==> config.mk <==
export PLATFORM = sky130hd
export DESIGN_NAME = downmix_linear_resampler_unit
export DESIGN_NICKNAME = d
export VERILOG_FILES = /design/src/sv/dlr_pkg.sv /design/src/sv/dlr_mul.sv /design/src/sv/dlr_ctrl.sv /design/src/sv/downmix_linear_resampler_unit.sv
export VERILOG_INCLUDE_DIRS = /design/src /design/src/sv
export SDC_FILE = /design/constraint.sdc
export NUM_CORES = 1
export LEC_CHECK = 0
export ABC_CLOCK_PERIOD_IN_PS = 9000
export BUFFER_PORTS_ARGS = -buffer_cell sky130_fd_sc_hd__buf_4
export CELL_PAD_IN_SITES_DETAIL_PLACEMENT = 0
export CELL_PAD_IN_SITES_GLOBAL_PLACEMENT = 2
export CORE_MARGIN = 2
export CORE_UTILIZATION = 38
export DETAILED_ROUTE_END_ITERATION = 7
export PLACE_DENSITY_LB_ADDON = 0.1
export SYNTH_ARGS = -nofsm -noshare
export SYNTH_HDL_FRONTEND = slang
export SYNTH_HIERARCHICAL = 1
export SYNTH_SLANG_ARGS = --single-unit
==> constraint.sdc <==
create_clock -name clk -period 9 [get_ports clk]
set_input_delay 1.8 -clock clk [delete_from_list [all_inputs] [get_ports clk]]
set_output_delay 1.8 -clock clk [all_outputs]
set_load 0.02 [all_outputs]
==> src/sv/downmix_linear_resampler_unit_defines.svh <==
// Assertion macros shared by the RTL of the downmix resampler.
`ifndef DOWNMIX_LINEAR_RESAMPLER_UNIT_DEFINES_SVH
`define DOWNMIX_LINEAR_RESAMPLER_UNIT_DEFINES_SVH

`ifndef SYNTHESIS
`define DLR_ASSERT(lbl, clk, rst_n, prop, msg) \
	lbl: assert property (@(posedge clk) disable iff (!rst_n) prop) else $error(msg);
`define DLR_ASSERT_NEXT(lbl, clk, rst_n, ante, cons, msg) \
	lbl: assert property (@(posedge clk) disable iff (!rst_n) (ante) |=> (cons)) else $error(msg);
`else
`define DLR_ASSERT(lbl, clk, rst_n, prop, msg)
`define DLR_ASSERT_NEXT(lbl, clk, rst_n, ante, cons, msg)
`endif

`endif

==> src/sv/dlr_pkg.sv <==
`default_nettype none

package dlr_pkg;

	localparam int CNT_W     = 4;
	localparam int RECIP_W   = 17;
	localparam int STEP_W    = 20;
	localparam int PHASE_W   = 20;
	localparam int FRAC_BITS = 16;
	localparam int CFG_IDX_W = 2;
	localparam int CFG_DATA_W = STEP_W;

	localparam logic [STEP_W-1:0]  STEP_MIN    = 20'd4096;
	localparam logic [STEP_W-1:0]  STEP_MAX    = 20'd524288;
	localparam logic [PHASE_W-1:0] ONE_Q16     = 20'h10000;
	localparam logic [CNT_W-1:0]   CNT_RESET   = 4'd1;
	localparam logic [RECIP_W-1:0] RECIP_RESET = 17'h10000;
	localparam logic [STEP_W-1:0]  STEP_RESET  = 20'h10000;

	typedef enum logic [CFG_IDX_W-1:0] {
		CFG_CHANNEL_COUNT,
		CFG_DOWNMIX_RECIP,
		CFG_RESAMPLE_STEP
	} dlr_cfg_idx_t;

	typedef enum logic [2:0] {
		ST_IDLE,
		ST_MONO_MUL,
		ST_MONO_SAT,
		ST_INT_MUL,
		ST_INT_OUT
	} dlr_state_t;

	typedef struct packed {
		logic [CNT_W-1:0]   count;
		logic [RECIP_W-1:0] recip;
		logic [STEP_W-1:0]  step;
	} dlr_cfg_t;

	typedef struct packed {
		dlr_state_t         state;
		logic               primed;
		logic [PHASE_W-1:0] phase;
	} dlr_status_t;

endpackage

`default_nettype wire

==> src/sv/dlr_mul.sv <==
`default_nettype none

module dlr_mul #(
	parameter int A_W = 19,
	parameter int B_W = 18
) (
	input  wire logic                    clk,
	input  wire logic                    en,
	input  wire logic signed [A_W-1:0]   a,
	input  wire logic signed [B_W-1:0]   b,
	output logic signed [A_W+B_W-1:0]    p_s1
);

	always_ff @(posedge clk) begin
		if (en) begin
			p_s1 <= (A_W+B_W)'(a) * (A_W+B_W)'(b);
		end
	end

endmodule

`default_nettype wire

==> src/sv/dlr_ctrl.sv <==
`default_nettype none

module dlr_ctrl #(
	parameter int MAX_CHANNELS = 8,
	parameter int SAMPLE_BITS  = 16
) (
	input  wire logic                           clk,
	input  wire logic                           arst_n,
	input  wire dlr_pkg::dlr_cfg_t              cfg,
	input  wire logic                           smp_valid,
	output logic                                smp_ready,
	input  wire logic signed [SAMPLE_BITS-1:0]  sample_in,
	output logic                                res_valid,
	input  wire logic                           res_ready,
	output logic signed [SAMPLE_BITS-1:0]       sample_out,
	output logic                                last_of_run,
	output dlr_pkg::dlr_status_t                status
);
	import dlr_pkg::*;

	localparam int SUM_W  = SAMPLE_BITS + $clog2(MAX_CHANNELS);
	localparam int POS_W  = $clog2(MAX_CHANNELS + 1);
	localparam int CMP_W  = (POS_W > CNT_W) ? POS_W : CNT_W;
	localparam int DIFF_W = SAMPLE_BITS + 1;
	localparam int A_W    = (SUM_W > DIFF_W) ? SUM_W : DIFF_W;
	localparam int B_W    = RECIP_W + 1;
	localparam int P_W    = A_W + B_W;
	localparam int T_W    = P_W + 1;
	localparam logic signed [T_W-1:0] SAT_HI = T_W'((64'sd1 <<< (SAMPLE_BITS - 1)) - 64'sd1);
	localparam logic signed [T_W-1:0] SAT_LO = ~SAT_HI;

	dlr_state_t                  state_q, state_d;
	logic signed [SUM_W-1:0]     frame_sum_q, sum_next;
	logic [POS_W-1:0]            pos_q, pos_inc;
	logic signed [SAMPLE_BITS-1:0] prev_q, cur_q, res_data_q, y;
	logic                        primed_q, res_valid_q, res_last_q;
	logic [PHASE_W-1:0]          phase_q, phase_sum;
	logic                        accept, frame_done, emit, finish, out_free, mul_en, last_emit;
	logic signed [A_W-1:0]       mul_a;
	logic signed [B_W-1:0]       mul_b;
	logic signed [P_W-1:0]       mul_p;
	logic signed [DIFF_W-1:0]    diff;
	logic signed [T_W-1:0]       t_sum, t_shift;

	dlr_mul #(
		.A_W(A_W),
		.B_W(B_W)
	) u_mul (
		.clk (clk),
		.en  (mul_en),
		.a   (mul_a),
		.b   (mul_b),
		.p_s1(mul_p)
	);

	assign smp_ready  = (state_q == ST_IDLE);
	assign accept     = smp_valid && smp_ready;
	assign pos_inc    = pos_q + POS_W'(1);
	assign frame_done = CMP_W'(pos_inc) >= CMP_W'(cfg.count);
	assign sum_next   = frame_sum_q + SUM_W'(sample_in);
	assign diff       = DIFF_W'(cur_q) - DIFF_W'(prev_q);
	assign phase_sum  = phase_q + cfg.step;
	assign last_emit  = phase_sum >= ONE_Q16;
	assign out_free   = !res_valid_q || res_ready;

	always_comb begin
		if (state_q == ST_MONO_MUL) begin
			mul_a = A_W'(frame_sum_q);
			mul_b = B_W'(cfg.recip);
		end else begin
			mul_a = A_W'(diff);
			mul_b = B_W'(phase_q[FRAC_BITS-1:0]);
		end
	end

	// The interpolation result adds the previous sample in Q16 on top of the product.
	assign t_sum   = T_W'(mul_p) + ((state_q == ST_INT_OUT) ?
			(T_W'(prev_q) <<< FRAC_BITS) : T_W'(0));
	assign t_shift = t_sum >>> FRAC_BITS;
	assign y = (t_shift > SAT_HI) ? SAMPLE_BITS'(SAT_HI) :
			(t_shift < SAT_LO) ? SAMPLE_BITS'(SAT_LO) : SAMPLE_BITS'(t_shift);

	always_comb begin
		state_d = state_q;
		mul_en  = 1'b0;
		emit    = 1'b0;
		finish  = 1'b0;
		case (state_q)
			ST_IDLE: begin
				if (accept && frame_done) begin
					state_d = ST_MONO_MUL;
				end
			end
			ST_MONO_MUL: begin
				mul_en  = 1'b1;
				state_d = ST_MONO_SAT;
			end
			ST_MONO_SAT: begin
				state_d = primed_q ? ST_INT_MUL : ST_IDLE;
			end
			ST_INT_MUL: begin
				if (phase_q >= ONE_Q16) begin
					finish  = 1'b1;
					state_d = ST_IDLE;
				end else begin
					mul_en  = 1'b1;
					state_d = ST_INT_OUT;
				end
			end
			ST_INT_OUT: begin
				if (out_free) begin
					emit = 1'b1;
					if (last_emit) begin
						finish  = 1'b1;
						state_d = ST_IDLE;
					end else begin
						state_d = ST_INT_MUL;
					end
				end
			end
			default: begin
				state_d = ST_IDLE;
			end
		endcase
	end

	always_ff @(posedge clk or negedge arst_n) begin
		if (!arst_n) begin
			state_q     <= ST_IDLE;
			frame_sum_q <= '0;
			pos_q       <= '0;
			prev_q      <= '0;
			cur_q       <= '0;
			primed_q    <= 1'b0;
			phase_q     <= '0;
			res_valid_q <= 1'b0;
		end else begin
			state_q <= state_d;
			if (accept) begin
				frame_sum_q <= sum_next;
				pos_q       <= frame_done ? '0 : pos_inc;
			end
			if (state_q == ST_MONO_SAT) begin
				frame_sum_q <= '0;
				if (primed_q) begin
					cur_q <= y;
				end else begin
					prev_q   <= y;
					primed_q <= 1'b1;
					phase_q  <= '0;
				end
			end
			if (finish) begin
				prev_q  <= cur_q;
				phase_q <= (emit ? phase_sum : phase_q) - ONE_Q16;
			end else if (emit) begin
				phase_q <= phase_sum;
			end
			if (emit) begin
				res_valid_q <= 1'b1;
			end else if (res_ready) begin
				res_valid_q <= 1'b0;
			end
		end
	end

	always_ff @(posedge clk) begin
		if (emit) begin
			res_data_q <= y;
			res_last_q <= last_emit;
		end
	end

	assign res_valid     = res_valid_q;
	assign sample_out    = res_data_q;
	assign last_of_run   = res_last_q;
	assign status.state  = state_q;
	assign status.primed = primed_q;
	assign status.phase  = phase_q;

endmodule

`default_nettype wire

==> src/sv/downmix_linear_resampler_unit.sv <==
// Channel  Signals                                  Beat
// smp      smp_valid, smp_ready, sample_in          one channel sample of a frame
// res      res_valid, res_ready, sample_out,        one output sample at the target rate
//          last_of_run
// cfg      cfg_we, cfg_index, cfg_wdata             one register write, taken at once
//
// A sample that does not close a frame is taken in ST_IDLE alone. A closing sample
// then runs the downmix in ST_MONO_MUL and ST_MONO_SAT, then ST_INT_MUL and ST_INT_OUT
// for each of its 0 to 16 outputs, or ST_INT_MUL alone when none is due; the very
// first mono sample stops after the downmix. The single shared multiplier serves
// both the downmix and the interpolation; smp_ready is low outside ST_IDLE.
// The output register holds a beat while res_ready is low; the sequencer waits.
// Reset restores the register defaults and all state but the output data; no clearing pass.
`default_nettype none

`include "downmix_linear_resampler_unit_defines.svh"

module downmix_linear_resampler_unit #(
	parameter int MAX_CHANNELS = 8,
	parameter int SAMPLE_BITS  = 16
) (
	input  wire logic                                 clk,
	input  wire logic                                 arst_n,
	input  wire logic                                 cfg_we,
	input  wire logic [dlr_pkg::CFG_IDX_W-1:0]        cfg_index,
	input  wire logic [dlr_pkg::CFG_DATA_W-1:0]       cfg_wdata,
	input  wire logic                                 smp_valid,
	output logic                                      smp_ready,
	input  wire logic signed [SAMPLE_BITS-1:0]        sample_in,
	output logic                                      res_valid,
	input  wire logic                                 res_ready,
	output logic signed [SAMPLE_BITS-1:0]             sample_out,
	output logic                                      last_of_run
);
	import dlr_pkg::*;

	logic [CNT_W-1:0]   count_q, count_eff;
	logic [RECIP_W-1:0] recip_q;
	logic [STEP_W-1:0]  step_q, step_eff;
	dlr_cfg_t           cfg;
	dlr_status_t        status;

	always_ff @(posedge clk or negedge arst_n) begin
		if (!arst_n) begin
			count_q <= CNT_RESET;
			recip_q <= RECIP_RESET;
			step_q  <= STEP_RESET;
		end else if (cfg_we) begin
			case (cfg_index)
				CFG_CHANNEL_COUNT: count_q <= cfg_wdata[CNT_W-1:0];
				CFG_DOWNMIX_RECIP: recip_q <= cfg_wdata[RECIP_W-1:0];
				CFG_RESAMPLE_STEP: step_q  <= cfg_wdata[STEP_W-1:0];
				default: begin
				end
			endcase
		end
	end

	always_comb begin
		if (count_q == '0) begin
			count_eff = CNT_W'(1);
		end else if ({1'b0, count_q} > (CNT_W + 1)'(MAX_CHANNELS)) begin
			count_eff = CNT_W'(MAX_CHANNELS);
		end else begin
			count_eff = count_q;
		end
		if (step_q < STEP_MIN) begin
			step_eff = STEP_MIN;
		end else if (step_q > STEP_MAX) begin
			step_eff = STEP_MAX;
		end else begin
			step_eff = step_q;
		end
	end

	assign cfg.count = count_eff;
	assign cfg.recip = recip_q;
	assign cfg.step  = step_eff;

	dlr_ctrl #(
		.MAX_CHANNELS(MAX_CHANNELS),
		.SAMPLE_BITS (SAMPLE_BITS)
	) u_ctrl (
		.clk        (clk),
		.arst_n     (arst_n),
		.cfg        (cfg),
		.smp_valid  (smp_valid),
		.smp_ready  (smp_ready),
		.sample_in  (sample_in),
		.res_valid  (res_valid),
		.res_ready  (res_ready),
		.sample_out (sample_out),
		.last_of_run(last_of_run),
		.status     (status)
	);

	`DLR_ASSERT(a_out_phase, clk, arst_n, (status.state == ST_INT_OUT) |-> (status.phase < ONE_Q16), "output issued past the current sample")
	`DLR_ASSERT(a_unprimed_phase, clk, arst_n, !status.primed |-> (status.phase == '0), "phase moved before the first mono sample")
	`DLR_ASSERT(a_res_source, clk, arst_n, $rose(res_valid) |-> ($past(status.state) == ST_INT_OUT), "result beat not from the interpolation step")
	`DLR_ASSERT_NEXT(a_stall_hold, clk, arst_n, res_valid && !res_ready && (status.state == ST_INT_OUT), status.state == ST_INT_OUT, "sequencer ran past a stalled result")

endmodule

`default_nettype wire
==> run summary <==
Status: finished, final reports clean
Post-route cell area: 25400 um2
Final Cycle Share: 0.948
Cell mode on critical path: fa_1
Final core utilization: 0.422
Layout Nets: 3120
Most common cell after layout, fill and taps aside: inv_1
Met1 usage in global routing: 0.319
CTS tree: yes
Worst Path Arrival: 8730 ps
Met3 Usage GRT: 0.0245
DRC Markers: 0
Clock sink count: 159
Die X: 250 um
Root buf cell: clkbuf_16
Worst Tran Pin Value: 1200 ps
Most frequent cells in the layout: inv_1 (414), fa_1 (349), nand2_1 (293)
First-pass GRT wire length: 107000 um
Yosys warnings: 6
FP Rows: 90
Global placer's final weighted congestion: 0.822
Initial antenna violation count: 1
Share of cells above drive strength 1: 0.104
Setup_tns: 0 ps
Slowest cell delay on critical path: 560 ps
CP endpoint kind: flip-flop
Clock Latency Late Sink: 450 ps
Min-Delay Path Class: flip-flop to flip-flop
Initial Util: 0.383
Hold Slack: 487 ps
Worst path slowest cell: fa_1
RSZ-0062 raised after global routing: no
Max-Cap Viols: 0
Die extent in y: 250 um
Vias per cell: 5.14
DRT iter0 DRCs: 909
Clk buf depth: 2
Syn Inst Count: 2481
Final HPWL DP: 52200 um
Post-Syn Area: 23100 um2
All-layer global routing usage: 0.223
Top achievable clock speed: 0.117 GHz
Remaining global-route overflow: 0
Final setup fails: 0
Total CTS buffers: 17
IO Pins: 62
Crit Path Max Fanout: 18
Placed cell area: 24800 um2
Vias in the first global route: 18600
GRT met2 Usage: 0.360
Fin. Hold Viols: 0
Pre-antenna DRT Iters: 4
Clk_skew: 12.7 ps
H-Tree Level Count: 4
Largest net degree at the start of global routing: 71
Detailed Route WL: 67000 um
Startpoint types: flip-flop
Syn_area_per_cell: 9.30 um2
GRT busiest layer: met2
IO Port Bufs: 61
Relative slew slack: 0.197
Die area: 62700 um2
Syn-to-layout area delta: 10.2%
Worst-path clk slew: 70 ps
Max-slew violations: 0
DR vias: 17200
Req. time, crit path: 9200 ps
DRT antenna net count: 0
Core area: 60200 um2
WS Path Type: flip-flop to flip-flop
Final Critical Period: 8530 ps
Routed len/inst: 20.0 um
-- cell type report --
cell class	instances	area, um2
antenna	1	2.50
clock buffer	17	425
clock inverter	15	153
fill	6046	34800
inverter	415	1560
multi-input combinational	1820	17000
sequential	159	4170
tap	782	978
timing repair buffer	140	1100
-- timing repair --
action	CTS	global route
pin swaps	0	2
hold endpoints to repair	0	0
setup buffers	0	1
hold buffers	0	0
setup endpoints to repair	1	16
gates resized for setup	1	12
-- per-stage QoR --
stage,instances,setup slack [ps]
2_1_floorplan,2485,366
3_3_place_gp,3315,224
3_5_place_dp,3315,36.9
4_1_cts,3347,110
5_1_grt,3348,6.00
6_report,3349,466
-- layer usage --
layer  wire, um  vias to the layer above
li1           -                     8078
met1      32500                     8788
met2      30700                      278
met3       2500                       63
met4       1250                        0
met5          0                        -
-- worst max-delay path: cells and delay by family, from the launching register on --
family | cells | cell delay (ps)
flip-flops | 1 | 410
buffers and inverters | 5 | 550
AND/OR/NAND/NOR | 3 | 400
AO/OA/AOI/OAI | 14 | 2950
XOR/XNOR | 2 | 230
adder cells (fa/ha/maj) | 8 | 3760
-- state kept, by name (all words and copies together), names as in the netlist --
signal and cells:
u_ctrl/last_of_run 1, u_ctrl/phase_q 20, u_ctrl/cur_q 16, recip_q 17, u_ctrl/frame_sum_q 19, u_ctrl/prev_q 16
u_ctrl/u_mul/p_s1 21, u_ctrl/res_valid 1, u_ctrl/state_q 3, count_q 4, step_q 20, u_ctrl/primed_q 1
u_ctrl/sample_out 16, u_ctrl/pos_q 4
-- path summary, 6_finish.rpt --
kind / endpoint / start / cells after the start / slack (ps)
setup / recovery: u_ctrl/u_mul/p_s1[35] / u_ctrl/prev_q[1] / 32 / 470
hold / removal: u_ctrl/cur_q[0] / u_ctrl/cur_q[0] / 2 / 490
setup reg to reg: u_ctrl/u_mul/p_s1[35] / u_ctrl/prev_q[1] / 32 / 470
hold reg to reg: u_ctrl/cur_q[0] / u_ctrl/cur_q[0] / 2 / 490
max in group asynchronous: u_ctrl/cur_q[13] / arst_n / 2 / 6150
min in group asynchronous: u_ctrl/phase_q[0] / arst_n / 1 / 1400
Power is left out: the tool's default activity adds up to more than one toggle a clock period on the data nets, which glitch-free logic cannot reach.
